File: src/hw/rtl/assert_macros.svh
// assertion macros, included by the checker top level
`ifndef ASSERT_MACROS_SVH
`define ASSERT_MACROS_SVH

// checked on every clock edge outside reset
`define MIS_ASSERT(name, prop, msg) \
    name: assert property (@(posedge clk) disable iff (!rst_n) (prop)) else $error(msg);

// checked on every clock edge, reset included
`define MIS_ASSERT_ALWAYS(name, prop, msg) \
    name: assert property (@(posedge clk) (prop)) else $error(msg);

`endif

File: src/hw/rtl/mis_pkg.sv
// shared types, constants and sizing functions for the independent set checker
package mis_pkg;

    // sizing
    localparam int MAX_VERTICES_DEF = 256;
    localparam int WORD_BITS        = 64;

    // input mode codes
    localparam logic MODE_EDGE   = 1'b0;
    localparam logic MODE_MEMBER = 1'b1;

    // verdict codes
    localparam logic [1:0] VERDICT_DEPENDENT   = 2'd0;
    localparam logic [1:0] VERDICT_NOT_MAXIMAL = 2'd1;
    localparam logic [1:0] VERDICT_MAXIMAL     = 2'd2;

    // control from the sequencer to the set bitmaps
    typedef struct packed {
        logic upd;
        logic set_member;
        logic scan;
        logic clear;
    } map_ctrl_t;

    // status from the set bitmaps
    typedef struct packed {
        logic independent;
        logic uncovered;
    } map_stat_t;

    // 64-bit words per adjacency row
    function automatic int row_words(input int maxv);
        return (maxv + WORD_BITS - 1) / WORD_BITS;
    endfunction

    // bits of a word index within a row, at least one
    function automatic int word_index_bits(input int maxv);
        return (row_words(maxv) > 1) ? $clog2(row_words(maxv)) : 1;
    endfunction

endpackage

File: src/hw/rtl/mis_set_maps.sv
// membership and coverage bitmaps, independence flag and maximality scan
module mis_set_maps #(
    parameter int MAX_VERTICES = mis_pkg::MAX_VERTICES_DEF
) (
    input  logic                                                clk,
    input  logic                                                rst_n,
    input  mis_pkg::map_ctrl_t                                  ctrl,
    input  logic [mis_pkg::word_index_bits(MAX_VERTICES)-1:0]   word,
    input  logic [mis_pkg::WORD_BITS-1:0]                       row_data,
    input  logic [mis_pkg::word_index_bits(MAX_VERTICES)-1:0]   member_word,
    input  logic [5:0]                                          member_bit,
    input  logic [7:0]                                          top,
    output mis_pkg::map_stat_t                                  stat
);

    localparam int WBITS = mis_pkg::word_index_bits(MAX_VERTICES);
    localparam int WORDS = 1 << WBITS;

    logic [mis_pkg::WORD_BITS-1:0] member_reg  [WORDS];
    logic [mis_pkg::WORD_BITS-1:0] covered_reg [WORDS];
    logic                          indep_reg;
    logic                          indep_next;
    logic                          uncov_reg;
    logic                          uncov_next;
    logic [mis_pkg::WORD_BITS-1:0] scan_mask;
    logic [mis_pkg::WORD_BITS-1:0] open_bits;

    // vertices 1..top that fall into the scanned word
    always_comb
    begin
        logic [WBITS+5:0] bit_idx;
        bit_idx   = '0;
        scan_mask = '0;
        for (int j = 0; j < mis_pkg::WORD_BITS; j++)
        begin
            bit_idx      = {word, 6'(j)};
            scan_mask[j] = (bit_idx != '0) && (32'(bit_idx) <= 32'(top));
        end
    end

    // neither member nor covered
    assign open_bits = ~(member_reg[word] | covered_reg[word]) & scan_mask;

    // flag updates
    always_comb
    begin
        indep_next = indep_reg;
        uncov_next = uncov_reg;
        if (ctrl.clear)
        begin
            indep_next = 1'b1;
            uncov_next = 1'b0;
        end
        else
        begin
            if (ctrl.upd && ((row_data & member_reg[word]) != '0))
            begin
                indep_next = 1'b0;
            end
            if (ctrl.scan && (open_bits != '0))
            begin
                uncov_next = 1'b1;
            end
        end
    end

    // bitmap registers
    always_ff @(posedge clk or negedge rst_n)
    begin
        if (!rst_n)
        begin
            for (int w = 0; w < WORDS; w++)
            begin
                member_reg[w]  <= '0;
                covered_reg[w] <= '0;
            end
            indep_reg <= 1'b1;
            uncov_reg <= 1'b0;
        end
        else
        begin
            indep_reg <= indep_next;
            uncov_reg <= uncov_next;
            if (ctrl.clear)
            begin
                for (int w = 0; w < WORDS; w++)
                begin
                    member_reg[w]  <= '0;
                    covered_reg[w] <= '0;
                end
            end
            else
            begin
                if (ctrl.upd)
                begin
                    covered_reg[word] <= covered_reg[word] | row_data;
                end
                if (ctrl.set_member)
                begin
                    member_reg[member_word][member_bit] <= 1'b1;
                end
            end
        end
    end

    assign stat.independent = indep_reg;
    assign stat.uncovered   = uncov_reg;

endmodule

File: config.mk
export PLATFORM = sky130hd
export DESIGN_NAME = mis_set_maps
export DESIGN_NICKNAME = d
export VERILOG_FILES = /design/src/hw/rtl/assert_macros.svh /design/src/hw/rtl/mis_pkg.sv /design/src/hw/rtl/mis_set_maps.sv
export SDC_FILE = /design/constraint.sdc
export NUM_CORES = 1
export LEC_CHECK = 0
export BUFFER_PORTS_ARGS = -buffer_cell sky130_fd_sc_hd__buf_2
export CORE_UTILIZATION = 50
export DETAILED_ROUTE_END_ITERATION = 8
export HOLD_SLACK_MARGIN = 0.12
export PLACE_DENSITY = 0.67
export RECOVER_POWER = 100
export SETUP_SLACK_MARGIN = 0.5
export SLEW_MARGIN = 20
export SYNTH_ARGS = -nofsm -noshare
export SYNTH_HDL_FRONTEND = slang
export SYNTH_SLANG_ARGS = --single-unit
File: constraint.sdc
create_clock -name clk -period 4 [get_ports clk]
set_clock_uncertainty 0.15 [all_clocks]
set_input_delay 0.6 -clock clk [delete_from_list [all_inputs] [get_ports clk]]
set_output_delay 0.6 -clock clk [all_outputs]
set_load 0.005 [all_outputs]
After elaboration in Yosys (flattened, before gate mapping)
Cells that the tools add are included.
{"block": "totals", "regBits": 514, "latch_bits": 0, "mem_bits_rw": 0, "rom_bits": 0, "in_bits": 88, "out_inout_bits": 2, "elab_cells": 122, "memories": 0}
{"block": "op_classes", "addsub": 0, "multipliers": 0, "div": 0, "order_cmp": 70, "n_eq_ne": 0, "shifts": 0, "muxes": 21, "bitwise_logic": 8, "n_reduce_logical": 13}
{"op": "256-bit 2-to-1 mux", "n": 4}
{"op": "8-bit <= comparator", "n": 64}
{"op": "64-bit 2-to-1 mux", "n": 6}
{"op": "64-bit binary-select mux with 2-bit select", "n": 2}
{"op": "256-bit bitwise mux", "n": 1}
{"op": "64-bit demux with 2-bit select", "n": 2}
{"op": "256-bit OR", "n": 1}
{"op": "64-bit bitwise AND", "n": 2}
{"op": "64-bit OR", "n": 2}
{"op": "64-bit nonzero test", "n": 2}
{"op": "64-bit inverter", "n": 1}
{"op": "2-bit nonzero test", "n": 5}
{"op": "6-bit by 7-bit < comparator with 1-bit output, second input constant", "n": 1}
{"op": "1-bit demux with 6-bit select", "n": 1}
{"op": "3-bit >= comparator, second input constant", "n": 2}
{"op": "6-bit by 1-bit >= comparator with 1-bit output, second input constant", "n": 1}
{"op": "1-bit logical AND", "n": 6}
{"op": "3-bit by 1-bit < comparator with 1-bit output, second input constant", "n": 2}
{"op": "2-bit inverter with 3-bit output", "n": 2}
{"op": "1-bit 2-to-1 mux", "n": 5}

Longest topological paths before layout
{"block": "logic_depth", "ltp_word": 11, "mapped_depth": 13, "ltp_nobuf": 9}

Worst setup path before layout
No wires, ideal clock.
{"block": "synth_timing", "path_type": "input-to-reg", "from": "input word[0] (netlist bit)", "to": "register uncov_reg", "setup_time_ns": 0.140, "arrival_time_ns": 2.816, "required_ns": 3.710, "slack_ns": 0.893, "cell_stages": 13, "path_buffers": 4, "path_cell_list": "buf_4 buf_4 buf_4 buf_2 clkinv_1 ha_1 inv_1 a21oi_1 a31oi_1 nor3_1 a311o_1 nor4_1 a311oi_1"}
{"block": "synth_between", "elab_chain_len": 10, "elab_cells_between_ends": 79, "cone_classes": "order compare (64); mux (6); bitwise (4); reduce/logical (5)"}
{"element": "start, declared", "line_no": "mis_set_maps.sv:8", "text": "input logic [mis_pkg::word_index_bits(MAX_VERTICES)-1:0] word,"}
{"element": "2-bit inverter with 3-bit output (implied by the code)", "line_no": "mis_set_maps.sv:42", "text": "assign open_bits = ~(member_reg[word] | covered_reg[word]) & scan_mask;"}
{"element": "64-bit binary-select mux with 2-bit select", "line_no": "mis_set_maps.sv:42"}
{"element": "64-bit 2-to-1 mux (implied by the code) (2 in a row)", "line_no": "mis_set_maps.sv:42"}
{"element": "64-bit OR", "line_no": "mis_set_maps.sv:42"}
{"element": "64-bit inverter", "line_no": "mis_set_maps.sv:42"}
{"element": "64-bit bitwise AND *", "line_no": "mis_set_maps.sv:42"}
{"element": "64-bit nonzero test *", "line_no": "mis_set_maps.sv:60", "text": "if (ctrl.scan && (open_bits != '0))"}
{"element": "1-bit logical AND *", "line_no": "mis_set_maps.sv:60"}
{"element": "2-bit nonzero test (no source line) *"}
{"element": "end signal, assigned", "line_no": "mis_set_maps.sv:83", "text": "uncov_reg <= uncov_next;"}
{"element": "end, declared", "line_no": "mis_set_maps.sv:23", "text": "logic uncov_reg;"}
Mark *: on every way between the ends. The rest lies on a longest branch, timed or not. The select of a mux whose other input is x is not followed.
A chain may end at the register's enable or synchronous reset.

Worst setup path in the final report
{"block": "layout_timing", "from": "input word[1] (netlist bit)", "to": "register uncov_reg"}
The elaborated chain is that of the path after synthesis.

==> metrics.md <==
| Metric | Value |
|---|---|
| Synthesized netlist net count | `2,406` |
| Sink count of the clock tree | `514` |
| Final clock period utilization by the worst path | `0.855` |
| Cell taking the most area after synthesis | `sky130_fd_sc_hd__dfrtp_1` |
| Routed vias | `19.3k` |
| Total clock buffers created by CTS | `53` |
| ANT nets after route | `0` |
| Final hold violations | `0` |
| Fill cell count | `3,956` |
| Placer congestion estimate | `1.10` |
| Initial antenna violation count | `2` |
| Setup WS post-layout | `0.578 ns` |
| Largest cells by area after synthesis | `sky130_fd_sc_hd__dfrtp_1, sky130_fd_sc_hd__mux4_2, sky130_fd_sc_hd__nor2_1, sky130_fd_sc_hd__a21oi_1, sky130_fd_sc_hd__o21ai_0` |
| HP Class | `input pin to flip-flop` |
| Wire length of the first global-routing pass | `120 mm` |
| Data required time at the worst endpoint | `4.31 ns` |
| Iteration-0 DRC Markers | `2,326` |
| Worst-Margin Slew | `1.84 ns` |
| Clock tree from TritonCTS | `yes` |
| VDD IR max | `0.401 mV` |
| CORE AREA | `46,600 um2` |
| Violations in the final reports | `max-capacitance violations, max-slew violations` |
| Cell count after synthesis | `2,315` |
| Area share of the largest cell type after synthesis | `0.545` |
| Post-Syn Area | `23,600 um2` |
| Count of nets after finishing | `2,450` |
| Path type of the worst setup path | `input pin to flip-flop` |
| P per Cell Area | `434 nW/um2` |
| Die width | `219 um` |
| Max-slew violation count | `473` |
| Area added between synthesis and finish | `12.6%` |
| Setup violation total in the final timing report | `0` |
| Via density | `6.41` |
| Wirelength, routed | `80.0 mm` |
| First drt pass iteration count | `5` |
| Post-detailed-route wirelength per cell | `26.6 um` |
| Worst setup EP type | `flip-flop` |
| Setup repair after global routing missed its margin | `false` |
| Avg Synthesized Cell Area | `10.2 um2` |
| Number of flip-flops and latches in the synthesized netlist | `514` |
| Total Die Area | `48,000 um2` |
| Clock latency on the worst-skew pair | `0.60 ns` |
| Highest achievable clock rate | `292 MHz` |
| Largest fanout of any net on the critical path | `9` |
| Async SR Flop Fraction | `1.00` |
| Core Rows | `79` |
| Number of levels in the clock H-tree | `2` |
| Top_reg_cell synth | `sky130_fd_sc_hd__dfrtp_1` |
| Endpoint arrival time on the critical path | `3.73 ns` |
| Worst max-slew margin expressed relative to the limit | `-0.228` |
| Final cell count without fillers | `3,007` |
| Post-route minimum period | `3.42 ns` |
| Number of buffer cells added on primary ports | `89` |
| Starting Density | `0.506` |
| Setup_tns | `0 ns` |
| HPWL Detailed | `53.7 mm` |
| Proportion of synthesized chip area in sequential cells | `0.546` |
| Overall die height | `219 um` |
| Leading cell types by count after synthesis | `sky130_fd_sc_hd__dfrtp_1, sky130_fd_sc_hd__nor2_1, sky130_fd_sc_hd__nand2_1` |
| Number of gates resized after CTS | `0` |
| Run status | `finished with violations` |
| Pre-CTS WS | `0.352 ns` |
| Global Route Usage Sum | `0.339` |
| CTS clk-pin slew, worst paths | `0.06 ns` |
| Count of boundary I/O pins | `90` |
| Most used standard cell by instance count after synthesis | `sky130_fd_sc_hd__dfrtp_1` |
| Share of post-route cells with drive strength above 1 | `0.158` |
| CTS root buffer | `sky130_fd_sc_hd__clkbuf_16` |
| Cell count after placement | `2,910` |
| Warning count from the yosys run | `0` |
| Total DRC errors in the routed layout | `0` |
| Vias in the first global route | `18.6k` |
| Critical path launch point type | `input pin` |
| Final core area utilization | `0.570` |
| Number of synthesized flops with an enable pin | `0` |
| Pin count of the biggest net entering global routing | `123` |
| Clock Path Buffers | `3` |
| Static leakage power | `0.0116 uW` |
| Number of distinct library cells after synthesis | `57` |
| Max-cap violations | `8` |
| Remaining global-route overflow | `0` |
## cell families (layout without fill, tap and decap cells)
| family | count (synthesis) | count (layout) | share of synthesized area |
|---|---|---|---|
| buffers and inverters | 184 | 268 | 0.0325 |
| AO/OA/AOI/OAI | 670 | 670 | 0.156 |
| flip-flops | 514 | 514 | 0.546 |
| multiplexers | 130 | 130 | 0.123 |
| AND/OR/NAND/NOR | 814 | 814 | 0.141 |
| other | 0 | 1 | 0 |
| adder cells (fa/ha/maj) | 3 | 3 | 0.00159 |
## layout by cell type, fill, tap and decap left out, types with 5 or more instances in the layout
cell type                     n
sky130_fd_sc_hd__dfrtp_1    513
sky130_fd_sc_hd__nor2_1     428
sky130_fd_sc_hd__nand2_1    282
sky130_fd_sc_hd__a21oi_1    277
sky130_fd_sc_hd__o21ai_0    276
sky130_fd_sc_hd__mux4_2     127
sky130_fd_sc_hd__buf_2       81
sky130_fd_sc_hd__clkbuf_16   54
sky130_fd_sc_hd__buf_4       44
sky130_fd_sc_hd__a22oi_1     37
sky130_fd_sc_hd__clkbuf_1    25
sky130_fd_sc_hd__a211oi_1    18
sky130_fd_sc_hd__nand3_1     17
sky130_fd_sc_hd__nor3_1      17
sky130_fd_sc_hd__clkbuf_8    16
sky130_fd_sc_hd__nand4_1     12
sky130_fd_sc_hd__clkbuf_2    11
sky130_fd_sc_hd__o22ai_1     10
sky130_fd_sc_hd__clkinv_2    10
sky130_fd_sc_hd__nand3b_1     9
sky130_fd_sc_hd__o31ai_1      9
sky130_fd_sc_hd__buf_12       9
sky130_fd_sc_hd__o32ai_1      7
sky130_fd_sc_hd__nor4_1       7
sky130_fd_sc_hd__inv_1        6
sky130_fd_sc_hd__and2_1       6
sky130_fd_sc_hd__or3b_2       5
sky130_fd_sc_hd__o211ai_1     5
## critical path: stages
cell and delay [ns]:
sky130_fd_sc_hd__clkbuf_1 0.19, sky130_fd_sc_hd__ha_1 0.53, sky130_fd_sc_hd__nand2_1 0.16, sky130_fd_sc_hd__o21ai_0 0.80
sky130_fd_sc_hd__buf_4 0.28, sky130_fd_sc_hd__o21ai_0 0.20, sky130_fd_sc_hd__a22oi_1 0.27, sky130_fd_sc_hd__nand4_1 0.12
sky130_fd_sc_hd__nor4_1 0.42, sky130_fd_sc_hd__a311oi_1 0.15
## power breakdown
part	total, uW	internal, uW	leakage, uW	switching (uW)
Sequential	5350	5300	0.00712	53.7
Clock	5060	3000	0.000891	2060
Combinational	1100	315	0.00360	786
## through the flow
step / instance area, um2 / hold WS, ns / total power [uW]
2_1_floorplan: 23600 / 0.154 / 6000
3_3_place_gp: 24900 / 0.306 / 6540
3_5_place_dp: 24900 / 0.315 / 6540
4_1_cts: 26700 / 0.158 / 11600
5_1_grt: 26500 / 0.187 / 11900
6_report: 26500 / 0.177 / 11500
## area by class of cell
type / count / area (um2) / share of cell area
Timing Repair Buffer: 166 / 1080 / 0.0409
Antenna cell: 1 / 2.50 / 0.0000943
Tap cell: 607 / 759 / 0.0286
Clock buffer: 78 / 1590 / 0.0600
Multi-Input combinational cell: 1617 / 10000 / 0.377
Clock inverter: 17 / 203 / 0.00764
Inverter: 7 / 26.3 / 0.000990
Sequential cell: 514 / 12900 / 0.485
## timing repair
item / in CTS / in global routing
buffers inserted: 0 / 0
hold endpoints to repair: 107 / 0
hold buffers: 1 / 0
## metal layers
| metal | global-route usage | share of wire | up-vias | wire length [um] |
|---|---|---|---|---|
| li1 | - | - | 8286 | - |
| met1 | 0.488 | 0.41 | 9817 | 33100 |
| met2 | 0.498 | 0.45 | 984 | 35700 |
| met3 | 0.0631 | 0.090 | 192 | 7190 |
| met4 | 0.161 | 0.050 | 2 | 3980 |
| met5 | 0 | 0.00015 | - | 12 |
## path summary, 6_finish.rpt
check | from | slack, ns | cells after the start | end
max | word[1] | 0.58 | 10 | uncov_reg
min | row_data[51] | 0.18 | 3 | covered_reg[51]
max reg2reg | member_reg[53] | 1.15 | 6 | indep_reg
min reg2reg | covered_reg[115] | 0.32 | 2 | covered_reg[115]
max in group asynchronous | rst_n | 0.84 | 3 | member_reg[124]
min in group asynchronous | rst_n | 0.90 | 2 | covered_reg[250]
No activity file was read; power rests on OpenSTA's default activity.
